<file path="config.mk">
export PLATFORM = sky130hd
export DESIGN_NAME = arp_reply_check_and_cache_unit_flat
export DESIGN_NICKNAME = d
export VERILOG_FILES = /design/src/design/arpc_pkg.sv /design/src/design/arpc_ifs.sv /design/src/design/arpc_ram.sv /design/src/design/arp_reply_check_and_cache_unit.sv /design/src/flat_wrapper.sv
export SDC_FILE = /design/constraint.sdc
export NUM_CORES = 1
export LEC_CHECK = 0
export BUFFER_PORTS_ARGS = -buffer_cell sky130_fd_sc_hd__buf_2
export CAP_MARGIN = 20
export CELL_PAD_IN_SITES_DETAIL_PLACEMENT = 1
export CELL_PAD_IN_SITES_GLOBAL_PLACEMENT = 1
export CORE_MARGIN = 1
export CORE_UTILIZATION = 30
export DETAILED_ROUTE_END_ITERATION = 6
export PLACE_DENSITY = 0.51
export SLEW_MARGIN = 30
export SYNTH_ARGS = -nofsm -noshare
export SYNTH_HDL_FRONTEND = slang
export SYNTH_SLANG_ARGS = --single-unit
</file>
<file path="constraint.sdc">
create_clock -name clk_i -period 12.6 [get_ports clk_i]
set_clock_uncertainty 0.15 [all_clocks]
set_input_delay 1.89 -clock clk_i [delete_from_list [all_inputs] [get_ports clk_i]]
set_output_delay 1.89 -clock clk_i [all_outputs]
set_load 0.02 [all_outputs]
</file>
<file path="src/design/arpc_pkg.sv">
package arpc_pkg;

  // operation select codes
  localparam logic [1:0] FUNC_LOOKUP = 2'd0;
  localparam logic [1:0] FUNC_CHECK  = 2'd1;
  localparam logic [1:0] FUNC_SAVE   = 2'd2;

  localparam logic [15:0] ETHERTYPE_ARP = 16'h0806;
  localparam logic [7:0]  OPCODE_REPLY  = 8'd2;

  // register map
  localparam int          PADDR_W        = 2;
  localparam logic [PADDR_W-1:0] REG_MY_IP_ADDR = 2'd0;

  localparam int IP_W  = 32;
  localparam int MAC_W = 48;

  typedef struct packed {
    logic [1:0]       func;
    logic [15:0]      ether_type;
    logic [7:0]       opcode_low;
    logic [IP_W-1:0]  target_ip;
    logic [IP_W-1:0]  src_ip;
    logic [MAC_W-1:0] src_mac;
    logic [IP_W-1:0]  query_ip;
  } req_t;

  typedef struct packed {
    logic             is_my_reply;
    logic             hit;
    logic [1:0]       hit_index;
    logic [MAC_W-1:0] hit_mac;
  } rsp_t;

  typedef enum logic [1:0] {
    ST_IDLE,
    ST_CHECK,
    ST_LOOKUP,
    ST_DONE
  } state_e;

endpackage

</file>
<file path="src/design/arpc_ifs.sv">
interface arpc_req_if import arpc_pkg::*; ();
  logic valid;
  logic ready;
  req_t data;

  modport source (output valid, output data, input ready);
  modport sink (input valid, input data, output ready);
endinterface

interface arpc_rsp_if import arpc_pkg::*; ();
  logic valid;
  logic ready;
  rsp_t data;

  modport source (output valid, output data, input ready);
  modport sink (input valid, input data, output ready);
endinterface

</file>
<file path="src/design/arpc_ram.sv">
module arpc_ram #(
  parameter int WIDTH = 8,
  parameter int DEPTH = 4
) (
  input  logic                                  clk_i,
  input  logic                                  we_i,
  input  logic [((DEPTH > 1) ? $clog2(DEPTH) : 1)-1:0] waddr_i,
  input  logic [WIDTH-1:0]                      wdata_i,
  input  logic [((DEPTH > 1) ? $clog2(DEPTH) : 1)-1:0] raddr_i,
  output logic [WIDTH-1:0]                      rdata_o
);

  logic [WIDTH-1:0] mem_q [DEPTH];
  logic [WIDTH-1:0] rdata_q;

  always_ff @(posedge clk_i) begin
    if (we_i) begin
      mem_q[waddr_i] <= wdata_i;
    end
    rdata_q <= mem_q[raddr_i];
  end

  assign rdata_o = rdata_q;

endmodule

</file>
<file path="src/design/arp_reply_check_and_cache_unit.sv">
// ARP reply checker with a small round-robin address cache of ENTRIES
// (IP, MAC) pairs held in one single-port-read RAM. A save request writes the
// sender pair at the round-robin pointer; a lookup scans the RAM one entry per
// cycle through its read port, stopping at the first match or after the last
// entry on a miss. One request is in work at a time; the next is accepted
// while the previous result still waits in the output register. Entries are
// marked empty at reset and read as IP 0 / MAC 0 until written, so no clearing
// pass is needed.
module arp_reply_check_and_cache_unit import arpc_pkg::*; #(
  parameter int ENTRIES = 4
) (
  input  logic               clk_i,
  input  logic               rst_ni,
  arpc_req_if.sink           req_i,
  arpc_rsp_if.source         rsp_o,
  input  logic               psel_i,
  input  logic               penable_i,
  input  logic               pwrite_i,
  input  logic [PADDR_W-1:0] paddr_i,
  input  logic [31:0]        pwdata_i,
  output logic [31:0]        prdata_o,
  output logic               pready_o
);

  localparam int AW = (ENTRIES > 1) ? $clog2(ENTRIES) : 1;
  localparam logic [AW-1:0] LAST = AW'(ENTRIES - 1);

  state_e state_q, state_d;

  logic [IP_W-1:0]   my_ip_q;
  logic [ENTRIES-1:0] valid_q, valid_d;
  logic [AW-1:0]     wptr_q, wptr_d;
  logic [AW-1:0]     idx_q, idx_d;
  logic [AW-1:0]     cmp_idx_q, cmp_idx_d;
  logic              chk_q, chk_d;
  logic              arp_ok_q, arp_ok_d;
  logic [IP_W-1:0]   op_ip_q, op_ip_d;
  rsp_t              res_q, res_d;
  logic              out_valid_q, out_valid_d;
  rsp_t              out_q, out_d;

  logic                   acc;
  logic                   cfg_we;
  logic                   ram_we;
  logic [IP_W+MAC_W-1:0]  ram_wdata;
  logic [IP_W+MAC_W-1:0]  ram_rdata;
  logic [IP_W-1:0]        ent_ip;
  logic [MAC_W-1:0]       ent_mac;
  logic [IP_W-1:0]        cmp_a;
  logic                   eq;
  logic                   out_free;
  logic [AW+1:0]          idx_ext;

  assign req_i.ready = (state_q == ST_IDLE);
  assign acc         = req_i.valid & req_i.ready;

  assign pready_o = 1'b1;
  assign cfg_we   = psel_i & penable_i & pwrite_i & (paddr_i == REG_MY_IP_ADDR);
  assign prdata_o = (paddr_i == REG_MY_IP_ADDR) ? my_ip_q : '0;

  assign ram_we    = acc & (req_i.data.func == FUNC_SAVE);
  assign ram_wdata = {req_i.data.src_ip, req_i.data.src_mac};

  arpc_ram #(
    .WIDTH (IP_W + MAC_W),
    .DEPTH (ENTRIES)
  ) u_store (
    .clk_i   (clk_i),
    .we_i    (ram_we),
    .waddr_i (wptr_q),
    .wdata_i (ram_wdata),
    .raddr_i (idx_q),
    .rdata_o (ram_rdata)
  );

  // never-written entries read as zero
  assign ent_ip  = valid_q[cmp_idx_q] ? ram_rdata[IP_W+MAC_W-1:MAC_W] : '0;
  assign ent_mac = valid_q[cmp_idx_q] ? ram_rdata[MAC_W-1:0] : '0;

  // shared comparator: own address on check, stored entry on lookup
  assign cmp_a = (state_q == ST_CHECK) ? my_ip_q : ent_ip;
  assign eq    = (cmp_a == op_ip_q);

  assign out_free = ~out_valid_q | rsp_o.ready;
  assign idx_ext  = (AW + 2)'(cmp_idx_q);

  always_comb begin
    state_d = state_q;
    case (state_q)
      ST_IDLE: begin
        if (acc) begin
          if (req_i.data.func == FUNC_CHECK) begin
            state_d = ST_CHECK;
          end else if (req_i.data.func == FUNC_LOOKUP) begin
            state_d = ST_LOOKUP;
          end else begin
            state_d = ST_DONE;
          end
        end
      end
      ST_CHECK: state_d = ST_DONE;
      ST_LOOKUP: begin
        if (chk_q && (eq || cmp_idx_q == LAST)) begin
          state_d = ST_DONE;
        end
      end
      ST_DONE: begin
        if (out_free) begin
          state_d = ST_IDLE;
        end
      end
      default: state_d = ST_IDLE;
    endcase
  end

  always_comb begin
    valid_d     = valid_q;
    wptr_d      = wptr_q;
    idx_d       = idx_q;
    cmp_idx_d   = cmp_idx_q;
    chk_d       = chk_q;
    arp_ok_d    = arp_ok_q;
    op_ip_d     = op_ip_q;
    res_d       = res_q;
    out_valid_d = out_valid_q & ~rsp_o.ready;
    out_d       = out_q;
    case (state_q)
      ST_IDLE: begin
        if (acc) begin
          op_ip_d  = (req_i.data.func == FUNC_CHECK) ? req_i.data.target_ip
                                                     : req_i.data.query_ip;
          arp_ok_d = (req_i.data.ether_type == ETHERTYPE_ARP) &&
                     (req_i.data.opcode_low == OPCODE_REPLY);
          idx_d    = '0;
          chk_d    = 1'b0;
          res_d    = '0;
          if (req_i.data.func == FUNC_SAVE) begin
            valid_d[wptr_q] = 1'b1;
            wptr_d = (wptr_q == LAST) ? '0 : wptr_q + AW'(1);
          end
        end
      end
      ST_CHECK: begin
        res_d.is_my_reply = arp_ok_q & eq;
      end
      ST_LOOKUP: begin
        // read of entry idx issued now, compared next cycle
        chk_d     = 1'b1;
        cmp_idx_d = idx_q;
        idx_d     = (idx_q == LAST) ? idx_q : idx_q + AW'(1);
        if (chk_q && eq) begin
          res_d.hit       = 1'b1;
          res_d.hit_index = idx_ext[1:0];
          res_d.hit_mac   = ent_mac;
        end
      end
      ST_DONE: begin
        if (out_free) begin
          out_valid_d = 1'b1;
          out_d       = res_q;
        end
      end
      default: ;
    endcase
  end

  always_ff @(posedge clk_i or negedge rst_ni) begin
    if (!rst_ni) begin
      state_q     <= ST_IDLE;
      my_ip_q     <= '0;
      valid_q     <= '0;
      wptr_q      <= '0;
      chk_q       <= 1'b0;
      out_valid_q <= 1'b0;
    end else begin
      state_q     <= state_d;
      valid_q     <= valid_d;
      wptr_q      <= wptr_d;
      chk_q       <= chk_d;
      out_valid_q <= out_valid_d;
      if (cfg_we) begin
        my_ip_q <= pwdata_i;
      end
    end
  end

  always_ff @(posedge clk_i) begin
    idx_q     <= idx_d;
    cmp_idx_q <= cmp_idx_d;
    arp_ok_q  <= arp_ok_d;
    op_ip_q   <= op_ip_d;
    res_q     <= res_d;
    out_q     <= out_d;
  end

  assign rsp_o.valid = out_valid_q;
  assign rsp_o.data  = out_q;

endmodule

</file>
<file path="src/flat_wrapper.sv">
// flat-port wrapper written by rule: the top's interface ports become plain ports
module arp_reply_check_and_cache_unit_flat import arpc_pkg::*;
#(
  parameter int ENTRIES = 4
)
  (clk_i, rst_ni, psel_i, penable_i, pwrite_i, paddr_i, pwdata_i, prdata_o, pready_o, req_i_valid, req_i_data, req_i_ready, rsp_o_valid, rsp_o_data, rsp_o_ready);
  arpc_req_if req_i_i ();
  arpc_rsp_if rsp_o_i ();
  input  logic clk_i;
  input  logic rst_ni;
  input  logic psel_i;
  input  logic penable_i;
  input  logic pwrite_i;
  input  logic [PADDR_W-1:0] paddr_i;
  input  logic [31:0] pwdata_i;
  output logic [31:0] prdata_o;
  output logic pready_o;
  input wire logic [$bits(req_i_i.valid)-1:0] req_i_valid;
  input wire logic [$bits(req_i_i.data)-1:0] req_i_data;
  output wire logic [$bits(req_i_i.ready)-1:0] req_i_ready;
  output wire logic [$bits(rsp_o_i.valid)-1:0] rsp_o_valid;
  output wire logic [$bits(rsp_o_i.data)-1:0] rsp_o_data;
  input wire logic [$bits(rsp_o_i.ready)-1:0] rsp_o_ready;
  assign req_i_i.valid = req_i_valid;
  assign req_i_i.data = req_i_data;
  assign req_i_ready = req_i_i.ready;
  assign rsp_o_valid = rsp_o_i.valid;
  assign rsp_o_data = rsp_o_i.data;
  assign rsp_o_i.ready = rsp_o_ready;
  arp_reply_check_and_cache_unit #(.ENTRIES(ENTRIES)) u_core (.clk_i(clk_i), .rst_ni(rst_ni), .req_i(req_i_i), .rsp_o(rsp_o_i), .psel_i(psel_i), .penable_i(penable_i), .pwrite_i(pwrite_i), .paddr_i(paddr_i), .pwdata_i(pwdata_i), .prdata_o(prdata_o), .pready_o(pready_o));
endmodule
</file>
==> flow_summary.ini, run 1 <==
[run_status]
outcome = completed

[logic_synthesis]
syn-cell-area_sq_mm = 0.02145
synth_nets = 1313
yosys.cell_types.count = 48
synthArstFlopShare_pct = 7.204
synth_ff_type = edfxtp_1
synth_edf_count = 461
synth.avg_cell_area_sq_um = 19.63
synth_warnings = 0
syn_inst = 1093
synth.ff_latch_count = 583
yosysSeqAreaShare_pct = 76.89

[route]
route.detailed.drc = 0
vias = 11190
drt-pass1-iter-count = 7
routedWlPerCell_um = 22.10
drt_iter0_markers = 644
ant_nets = 0
totalWireLength_um = 53270
vias_per_cell = 4.644

[sta]
rsz0062_at_grt = no
period_minus_slack_ns = 5.227
fin_setup_tns_ns = 0
drv_slew = 0
worst_pin_slew_ns = 0.9489
max_slew_margin_pct = 36.61
finalSetupViolCount = 0
max_freq_mhz = 191.3
finalCritPeriodShare_pct = 41.48
layout_setup_ws_ns = 7.373
hold_violations = 0
hold_slack_ns = 0.2704

[cells_and_area]
nets = 1633
finish.utilization_pct = 37.18
drive_above_1_share_pct = 38.81
syn2layout_area_growth_pct = 21.99
fillers = 7057
register_area_sq_mm = 0.01650
multiInputGateArea_sq_mm = 0.004667

[grt]
use_met3_pct = 3.286
grt_overflow = 0
grt_use_total_pct = 14.65
grt-busiest-layer = met2
grt_max_degree = 79
gr-usage-met2_pct = 23.96
grt_pass1_wl_um = 79290
grt_pass1_vias = 11880
grt_antenna_before_repair = 17
use_met1_pct = 19.11

[clock_tree]
cts_sinks = 583
cts_buffer_depth = 3
htree_levels = 3
post_cts_buffers = 0
cts_root_buffer = clkbuf_16
clk_pin_slew_ns = 0.06
holdBufCountCts = 0
numCtsBuffers = 66
tritoncts = yes
ctsResizeCount = 0
insertion_delay_ns = 0.60

[setup_path]
path_max_fanout = 19
crit_chain = buf_2, nor2_1, buf_4, and2_1, buf_2
required_ns = 10.56
max_stage_delay_ns = 0.59
crit_path_start_kind = input pin
crit_top_cell = buf_2
crit_buf_inv = 3
r2r_setup_slack_ns = 7.86
critPathTopFamily = simple AND/OR/NAND/NOR gates
critPathArrivalTime_ns = 3.19
cpMaxStageDelayCell = nor2_1
critical_path.endpoint_type = output pin
crit_type = in -> out

[place]
place_hpwl_um = 34140
dp_slack_ns = 7.329
gp_congestion = 0.7831
port_buffers = 296

[die]
core-area_sq_mm = 0.07039
die_h_um = 269.4
dieArea_sq_mm = 0.07259
rows = 97
io_pins = 298
die_x_um = 269.4
start_util_pct = 30.48

[worst_hold_path]
hp-class = reg -> reg

[run]
maxCapViolations = 0

[power_and_ir_drop]
p_per_area_mw_per_mm2 = 226.4
vdd_drop_max_mv = 0.1103
power.leakage_nw = 9.529
==> cells in the final DEF, fill, tap and decap left out, types with 17 or more instances in the layout <==
cell and count:
mux4_2 81, nand3_1 17, mux2_2 64, and2_1 35, dfxtp_1 80, a222oi_1 18, clkbuf_16 67, buf_2 295
and3b_1 18, edfxtp_1 461, xor2_1 21, buf_4 17, nor3b_1 18, and3_1 53, dfrtp_1 42
==> per-layer routing <==
metal / part of all wire (%) / vias to the layer above
met1: 44 / 5812
li1: - / 5005
met5: 0.17 / -
met2: 49 / 272
met4: 1.9 / 12
met3: 5.0 / 91
==> sequential cells by signal, summed over array words and instances (netlist names) <==
register / flops
u_core.chk_q: 1
u_core.state_q: 2
u_core.wptr_q: 2
u_core.u_store.mem_q: 320
u_core.res_q: 52
u_core.arp_ok_q: 1
u_core.op_ip_q: 32
u_core.valid_q: 4
u_core.u_store.rdata_o: 80
u_core.idx_q: 2
u_core.rsp_o.data: 52
u_core.my_ip_q: 32
u_core.cmp_idx_q: 2
u_core.rsp_o.valid: 1
==> report_power, final <==
| group | switching (mW) | internal [mW] |
|---|---|---|
| clock | 0.787 | 1.10 |
| combinational | 0.802 | 0.513 |
| sequential | 0.185 | 2.54 |
| total | 1.77 | 4.15 |
==> through the flow <==
step                      total power, mW  area, sq um  std cells
after global routing                6.223        26170       2410
after global placement              4.112        23990       2284
final                               5.926        26170       2410
after CTS                           6.046        26130       2405
after detailed placement            4.127        23990       2284
after floorplan                     3.605        21450       1093
==> final timing paths <==
check                                  start               endpoint  cells after the start
max in group asynchronous             rst_ni      u_core.valid_q[0]                      1
min in group asynchronous             rst_ni     u_core.my_ip_q[25]                      1
setup / recovery                  paddr_i[1]            prdata_o[5]                      5
setup reg to reg           u_core.state_q[1]       u_core.res_q[33]                     12
hold reg to reg             u_core.res_q[36]  u_core.rsp_o.data[36]                      0
hold / removal              u_core.res_q[36]  u_core.rsp_o.data[36]                      0
==> kinds of logic after synthesis <==
group / count (synthesis) / synth area share [%]
mux: 149 / 12.12
compound gates: 60 / 2.298
fa+ha+maj: 9 / 0.5249
other cells: 1 / 0.01748
xor+xnor: 22 / 0.8981
flops: 583 / 76.89
buf+inv: 74 / 1.528
simple gates: 195 / 5.721
==> synthesized netlist by cell type, types with 2 or more instances <==
library cell | n | area [sq um]
edfxtp_1 | 461 | 13840
a21oi_1 | 8 | 40.04
mux2_2 | 64 | 720.7
or3_1 | 2 | 12.51
a31oi_1 | 7 | 43.79
mux2_4 | 2 | 30.03
nor2b_1 | 3 | 18.77
nor4b_1 | 2 | 17.52
nand2_1 | 12 | 45.04
nor2_1 | 9 | 33.78
clkbuf_1 | 38 | 142.6
nand4_1 | 3 | 18.77
xor2_1 | 21 | 183.9
buf_1 | 13 | 48.80
nand2b_1 | 3 | 18.77
nor4_1 | 5 | 31.28
dfxtp_1 | 80 | 1602
a221oi_1 | 7 | 61.31
inv_1 | 12 | 45.04
and3_1 | 53 | 331.6
mux4_2 | 80 | 1802
dfrtp_1 | 42 | 1051
o21ai_0 | 6 | 30.03
nor3b_1 | 19 | 142.6
a222oi_1 | 18 | 180.2
and2_1 | 40 | 250.2
a32oi_1 | 2 | 17.52
ha_1 | 9 | 112.6
o2111a_1 | 6 | 67.56
and3b_1 | 18 | 157.7
a32o_1 | 2 | 20.02
buf_6 | 4 | 45.04
nand3_1 | 17 | 85.08
buf_2 | 5 | 25.02
or2_2 | 4 | 25.02
a22oi_1 | 3 | 22.52
mux2_1 | 2 | 22.52
==> worst reg2reg max path, delay by kind of cell (launching register included) <==
| family | cells | cell delay (ns) |
|---|---|---|
| AO/OA/AOI/OAI | 4 | 1.14 |
| AND/OR/NAND/NOR | 4 | 1.16 |
| flip-flops | 1 | 0.41 |
| adder cells (fa/ha/maj) | 1 | 0.16 |
| buffers and inverters | 3 | 1.24 |
==> cell type report <==
type / count / share of cell area, %
repair buffers: 314 / 6.277
inverters: 12 / 0.1721
clock buffers: 86 / 6.793
flip-flops and latches: 583 / 63.03
diodes: 4 / 0.03824
well taps: 940 / 4.494
clock inverters: 35 / 1.367
multi-input cells: 436 / 17.83
(Power assumes the default switching activity.)
==> inputs of run 2 (changes only) <==
--- a/config.mk
+++ b/config.mk
@@ -5,6 +5,7 @@
 export SDC_FILE = /design/constraint.sdc
 export NUM_CORES = 1
 export LEC_CHECK = 0
+export ABC_AREA = 1
 export BUFFER_PORTS_ARGS = -buffer_cell sky130_fd_sc_hd__buf_2
 export CAP_MARGIN = 20
 export CELL_PAD_IN_SITES_DETAIL_PLACEMENT = 1
@@ -12,7 +13,7 @@
 export CORE_MARGIN = 1
 export CORE_UTILIZATION = 30
 export DETAILED_ROUTE_END_ITERATION = 6
-export PLACE_DENSITY = 0.51
+export PLACE_DENSITY = 0.56
 export SLEW_MARGIN = 30
 export SYNTH_ARGS = -nofsm -noshare
 export SYNTH_HDL_FRONTEND = slang
==> constraint.sdc (replaced) <==
create_clock -name clk_i -period 4.3 [get_ports clk_i]
set_clock_uncertainty 0.15 [all_clocks]
set_input_delay 0.645 -clock clk_i [delete_from_list [all_inputs] [get_ports clk_i]]
set_output_delay 0.645 -clock clk_i [all_outputs]
set_load 0.02 [all_outputs]
==> flow_summary.ini, run 2 <==
[clock_tree]
post_cts_buffers = 0
htree_levels = 3
cts_buffer_depth = 3
cts_sinks = 583
holdBufCountCts = 1
clk_pin_slew_ns = 0.06
ctsResizeCount = 0
numCtsBuffers = 66
tritoncts = yes
insertion_delay_ns = 0.60
cts_root_buffer = clkbuf_16

[logic_synthesis]
yosysMostFrequentCell = edfxtp_1
yosys.cell_types.count = 29
synth_edf_count = 461
synth.ff_latch_count = 583
yosys.area.top_type = edfxtp_1
yosys-top-cells-count = edfxtp_1, nor2_1, nand2_1, o21ai_0, inv_1
syn-cell-area_sq_mm = 0.02182
synthArstFlopShare_pct = 7.204
synth_nets = 1983
synth_ff_type = edfxtp_1
yosys-top-cells-area = edfxtp_1, dfxtp_1, nor2_1, dfrtp_1, nand2_1
synth.avg_cell_area_sq_um = 12.38
syn_inst = 1763
synth_top_area_share_pct = 63.44
synth_warnings = 0
yosysSeqAreaShare_pct = 75.60

[sta]
max_slew_margin_pct = 40.29
max_freq_mhz = 298.1
worst_pin_slew_ns = 0.8957
finalCritPeriodShare_pct = 78.02
period_minus_slack_ns = 3.355
hold_slack_ns = 0.1043
hold_violations = 0
fin_setup_tns_ns = 0
drv_slew = 0
finalSetupViolCount = 0
rsz0062_at_grt = no

[place]
place_hpwl_um = 36410
gp_congestion = 0.7639
port_buffers = 296

[cells_and_area]
drive_above_1_share_pct = 21.31
multiInputGateArea_sq_mm = 0.004533
largest_register_ffs = 320
largest_register = u_core.u_store.mem_q
syn2layout_area_growth_pct = 21.74
nets = 2283
final_cell_mix = edfxtp_1, buf_2, nor2_1
register_area_sq_mm = 0.01650
final_common_cell = edfxtp_1
fillers = 7714

[grt]
grt_use_total_pct = 15.79
grt_max_degree = 164
grt_overflow = 0
grt_antenna_before_repair = 19
grt_pass1_wl_um = 88340
grt_pass1_vias = 14750

[run]
maxCapViolations = 0

[route]
dr.max_layer_used = met5
ant_nets = 0
route.detailed.drc = 0
vias_per_cell = 4.582
drt-pass1-iter-count = 4
wl_met2_um = 28460
wl_met3_um = 2724
wl_met1_um = 27110
drt_iter0_markers = 671
routedWlPerCell_um = 19.37
totalWireLength_um = 59460
vias = 14070

[setup_path]
critPathArrivalTime_ns = 3.47
critical_path.endpoint_type = flip-flop
r2r_setup_slack_ns = 0.95
required_ns = 4.41
crit_type = reg -> reg
path_max_fanout = 51
reg2regPathDepth = 12
crit_path_start_kind = flip-flop
reg2reg_from = u_core.cmp_idx_q[0]
regToRegEndpoint = u_core.res_q[11]

[die]
dieArea_sq_mm = 0.07382
io_pins = 298
rows = 98
die_h_um = 271.7
core-area_sq_mm = 0.07173
die_x_um = 271.7
start_util_pct = 30.42

[power_and_ir_drop]
power.leakage_nw = 10.49
p_per_area_mw_per_mm2 = 671.1
vdd_drop_max_mv = 0.4141

[worst_hold_path]
hp-class = in -> reg
hp-start = req_i_data[70]
min_to = u_core.u_store.mem_q[3][38]
hold_depth = 1

[run_status]
outcome = completed
-- run 2: cell count changes in the layout (fill, tap and decap cells not counted), sizes merged, moves of 31 or more --
| cell | previous run | this run |
|---|---|---|
| and3 | 53 | 0 |
| mux2 | 68 | 0 |
| o22ai | 0 | 81 |
| and2 | 41 | 0 |
| nand2 | 12 | 283 |
| nand3b | 1 | 47 |
| mux4 | 81 | 0 |
| nor2 | 9 | 298 |
| a21oi | 8 | 39 |
| inv | 17 | 134 |
| o21ai | 6 | 164 |
-- run 2: layout make-up --
cell class | instances | area share, %
multi-input cells | 964 | 17.06
diodes | 4 | 0.03768
inverters | 130 | 1.856
repair buffers | 318 | 6.372
flip-flops and latches | 583 | 62.09
well taps | 950 | 4.474
clock buffers | 90 | 6.895
clock inverters | 31 | 1.206
-- run 2: worst max path at each step --
stage                                    from                    endpoint  cells past startpoint
after floorplan             u_core.state_q[0]  u_core.u_store.mem_q[3][0]                      6
after global routing      u_core.cmp_idx_q[0]            u_core.res_q[11]                     14
after global placement    u_core.cmp_idx_q[0]            u_core.res_q[12]                     12
after CTS                 u_core.cmp_idx_q[0]            u_core.res_q[37]                     12
after detailed placement  u_core.cmp_idx_q[0]            u_core.res_q[24]                     12
final                     u_core.cmp_idx_q[0]            u_core.res_q[11]                     12
-- run 2: cells by family (layout without fill, tap and decap cells) --
logic type               count (synthesis)  count (layout)  share of synthesized area [%]
adder cells (fa/ha/maj)                  9               9                         0.5161
flip-flops                             583             583                          75.60
other                                    1               5                        0.01719
AO/OA/AOI/OAI                          284             284                          6.978
buffers and inverters                  216             569                          3.939
AND/OR/NAND/NOR                        670             670                          12.95
-- run 2: per-layer routing --
metal,vias up,track usage (%)
li1,6687,-
met1,6981,20.82
met2,294,25.99
met3,89,3.140
met4,16,5.130
met5,-,0
-- run 2: critical path: stages (launching register included) --
cell,delay (ns)
edfxtp_1,0.45
nand2_1,0.11
nand3_2,0.65
nand3b_1,0.40
nand3b_1,0.11
nand2_1,0.08
nand2_1,0.07
nor2_1,0.12
nand2_1,0.08
nor2_2,0.13
nand3_2,0.12
a21oi_4,0.17
buf_12,0.32
-- run 2: report_power, final --
part | leakage (nW) | internal, mW | switching [mW]
clock network | 1.05 | 3.21 | 2.30
logic | 4.10 | 1.31 | 3.11
registers | 5.34 | 7.39 | 0.500
-- run 2: metrics by stage --
step           std cells  cell area, sq um  setup WS (ns)  utilization (%)  power, mW
4_1_cts             3066             26550         0.8895            37.01      18.14
5_1_grt             3070             26570         0.5878            37.03      18.88
3_5_place_dp        2944             24380         0.8940            33.99      12.53
6_report            3070             26570         0.9453            37.03      17.83
2_1_floorplan       1763             21830        -0.5748                -      10.77
3_3_place_gp        2944             24380         0.9997            33.98      12.35
==> inputs of run 3 (changes only) <==
==> constraint.sdc (replaced) <==
create_clock -name clk_i -period 2.91 [get_ports clk_i]
set_clock_uncertainty 0.15 [all_clocks]
set_input_delay 0.4365 -clock clk_i [delete_from_list [all_inputs] [get_ports clk_i]]
set_output_delay 0.4365 -clock clk_i [all_outputs]
set_load 0.02 [all_outputs]
==> flow_summary.ini, run 3 (same netlist as run 2, synthesis figures left out) <==
[sta]
worst_pin_slew_ns = 0.7233
hold_violations = 0
hold_slack_ns = 0.02897
max_freq_mhz = 356.3
drv_slew = 0
finalCritPeriodShare_pct = 96.45
max_slew_margin_pct = 51.78
rsz0062_at_grt = yes
period_minus_slack_ns = 2.807
fin_setup_tns_ns = 0
finalSetupViolCount = 0

[route]
drt_iter0_markers = 748
vias = 14940
totalWireLength_um = 61890
route.detailed.drc = 0
ant_nets = 0
routedWlPerCell_um = 19.00
drt-pass1-iter-count = 5
vias_per_cell = 4.586

[place]
place_hpwl_um = 37450
gp_congestion = 0.7442
port_buffers = 296

[clock_tree]
cts_sinks = 583
insertion_delay_ns = 0.62
numCtsBuffers = 61
cts_buffer_depth = 3
clk_pin_slew_ns = 0.06
cts_root_buffer = clkbuf_16
htree_levels = 2
tritoncts = yes

[die]
io_pins = 298
die_h_um = 271.7
start_util_pct = 30.42
die_x_um = 271.7
rows = 98
core-area_sq_mm = 0.07173
dieArea_sq_mm = 0.07382

[setup_path]
required_ns = 3.09
critPathLaunch = u_core.state_q[0]
crit_type = reg -> reg
critPathArrivalTime_ns = 2.99
critical_path.endpoint_type = flip-flop
reg2reg_from = u_core.state_q[0]
path_max_fanout = 8
crit_path_start_kind = flip-flop

[worst_hold_path]
hp-class = in -> reg
hp-start = req_i_data[127]

[cells_and_area]
final_cell_mix = edfxtp_1, buf_2, nor2_1
syn2layout_area_growth_pct = 31.19
register_area_sq_mm = 0.01650
final_common_cell = edfxtp_1
drive_above_1_share_pct = 20.50
nets = 2476
multiInputGateArea_sq_mm = 0.004581
largest_register_ffs = 320
fillers = 7689
largest_register = u_core.u_store.mem_q

[power_and_ir_drop]
seqPwrFrac_pct = 43.6
p_per_area_mw_per_mm2 = 935.6
p_sw_mw = 8.798
power_frac_comb_pct = 28.0
p_int_mw = 17.98
clockPowerShare_pct = 28.4
swShare_pct = 32.85
power.leakage_nw = 11.35
vdd_drop_max_mv = 0.4615

[grt]
grt_pass1_wl_um = 92650
grt_max_degree = 94
grt_overflow = 0
grt_antenna_before_repair = 5
grt_use_total_pct = 16.34
grt_pass1_vias = 15570

[run]
maxCapViolations = 0

[run_status]
outcome = completed
==> run 3: changes by cell type in the layout (fill, tap and decap cells not counted), moves of 5 or more <==
cell | before | now
buf_4 | 18 | 23
dlygate4sd3_1 | 1 | 171
buf_12 | 3 | 18
clkinv_1 | 4 | 13
==> run 3: power groups by stage <==
stage	registers [mW]	clock network, mW	logic (mW)
floorplan	11.7	0	4.28
global placement	11.8	0	6.79
detailed placement	11.8	0	7.02
CTS	11.7	7.84	7.27
global route	11.8	8.13	8.40
finish	11.7	7.60	7.50
==> run 3: worst paths after layout <==
path                            cells after the start                   end  slack (ns)
worst max-delay path                               16      u_core.res_q[39]        0.10
worst min-delay path                                3    u_core.op_ip_q[15]        0.03
worst max register to register                     16      u_core.res_q[39]        0.10
worst min register to register                      0  u_core.rsp_o.data[3]        0.27
max in group asynchronous                           2     u_core.valid_q[2]        1.97
min in group asynchronous                           2     u_core.my_ip_q[2]        0.23
==> run 3: routing by layer <==
layer / up-vias / track usage [%] / part of all wire (%)
met1: 7495 / 21.49 / 45
met2: 292 / 27.83 / 49
met4: 8 / 4.376 / 2.0
met3: 85 / 2.689 / 4.3
li1: 7062 / - / -
met5: - / 0 / 0.082
==> run 3: stage by stage <==
step	instances	setup WS [ns]	total power, mW	instance area [sq um]	utilization, %
floorplan	1763	-0.2764	15.98	21910	-
global placement	2963	0.06747	18.63	24730	34.48
detailed placement	2963	0.02981	18.85	24730	34.48
CTS	3248	0.01807	26.80	28410	39.61
global route	3258	-0.04822	28.35	28630	39.91
finish	3258	0.1033	26.78	28630	39.91
==> run 3: final cells by class <==
type                       instances  area share [%]
timing repair buffer             516           13.60
multi-input combinational        964           16.00
inverter                         130           1.735
clock inverter                    31          0.8261
antenna                            1        0.008742
sequential                       583           57.62
clock buffer                      83           6.049
tap                              950           4.152
==> run 3: critical path, stage by stage, from the launching register on <==
cell,delay [ns]
dfrtp_1,0.42
ha_4,0.20
inv_4,0.09
buf_4,0.14
nand2_1,0.05
nand3b_2,0.22
nand2_1,0.08
nand2_1,0.05
nand2_1,0.07
nand2_1,0.05
nor2_1,0.11
nand2_1,0.07
nor2_2,0.13
nand3_2,0.14
a21oi_4,0.17
buf_12,0.18
clkbuf_16,0.19
==> run 3: what timing repair did <==
| action | 4_1_cts | 5_1_grt |
|---|---|---|
| resized for setup | 0 | 12 |
| hold endpoints to repair | 424 | 0 |
| setup buffers | 0 | 4 |
| hold buffers | 171 | 0 |
| endpoints found under the setup margin | 0 | 51 |
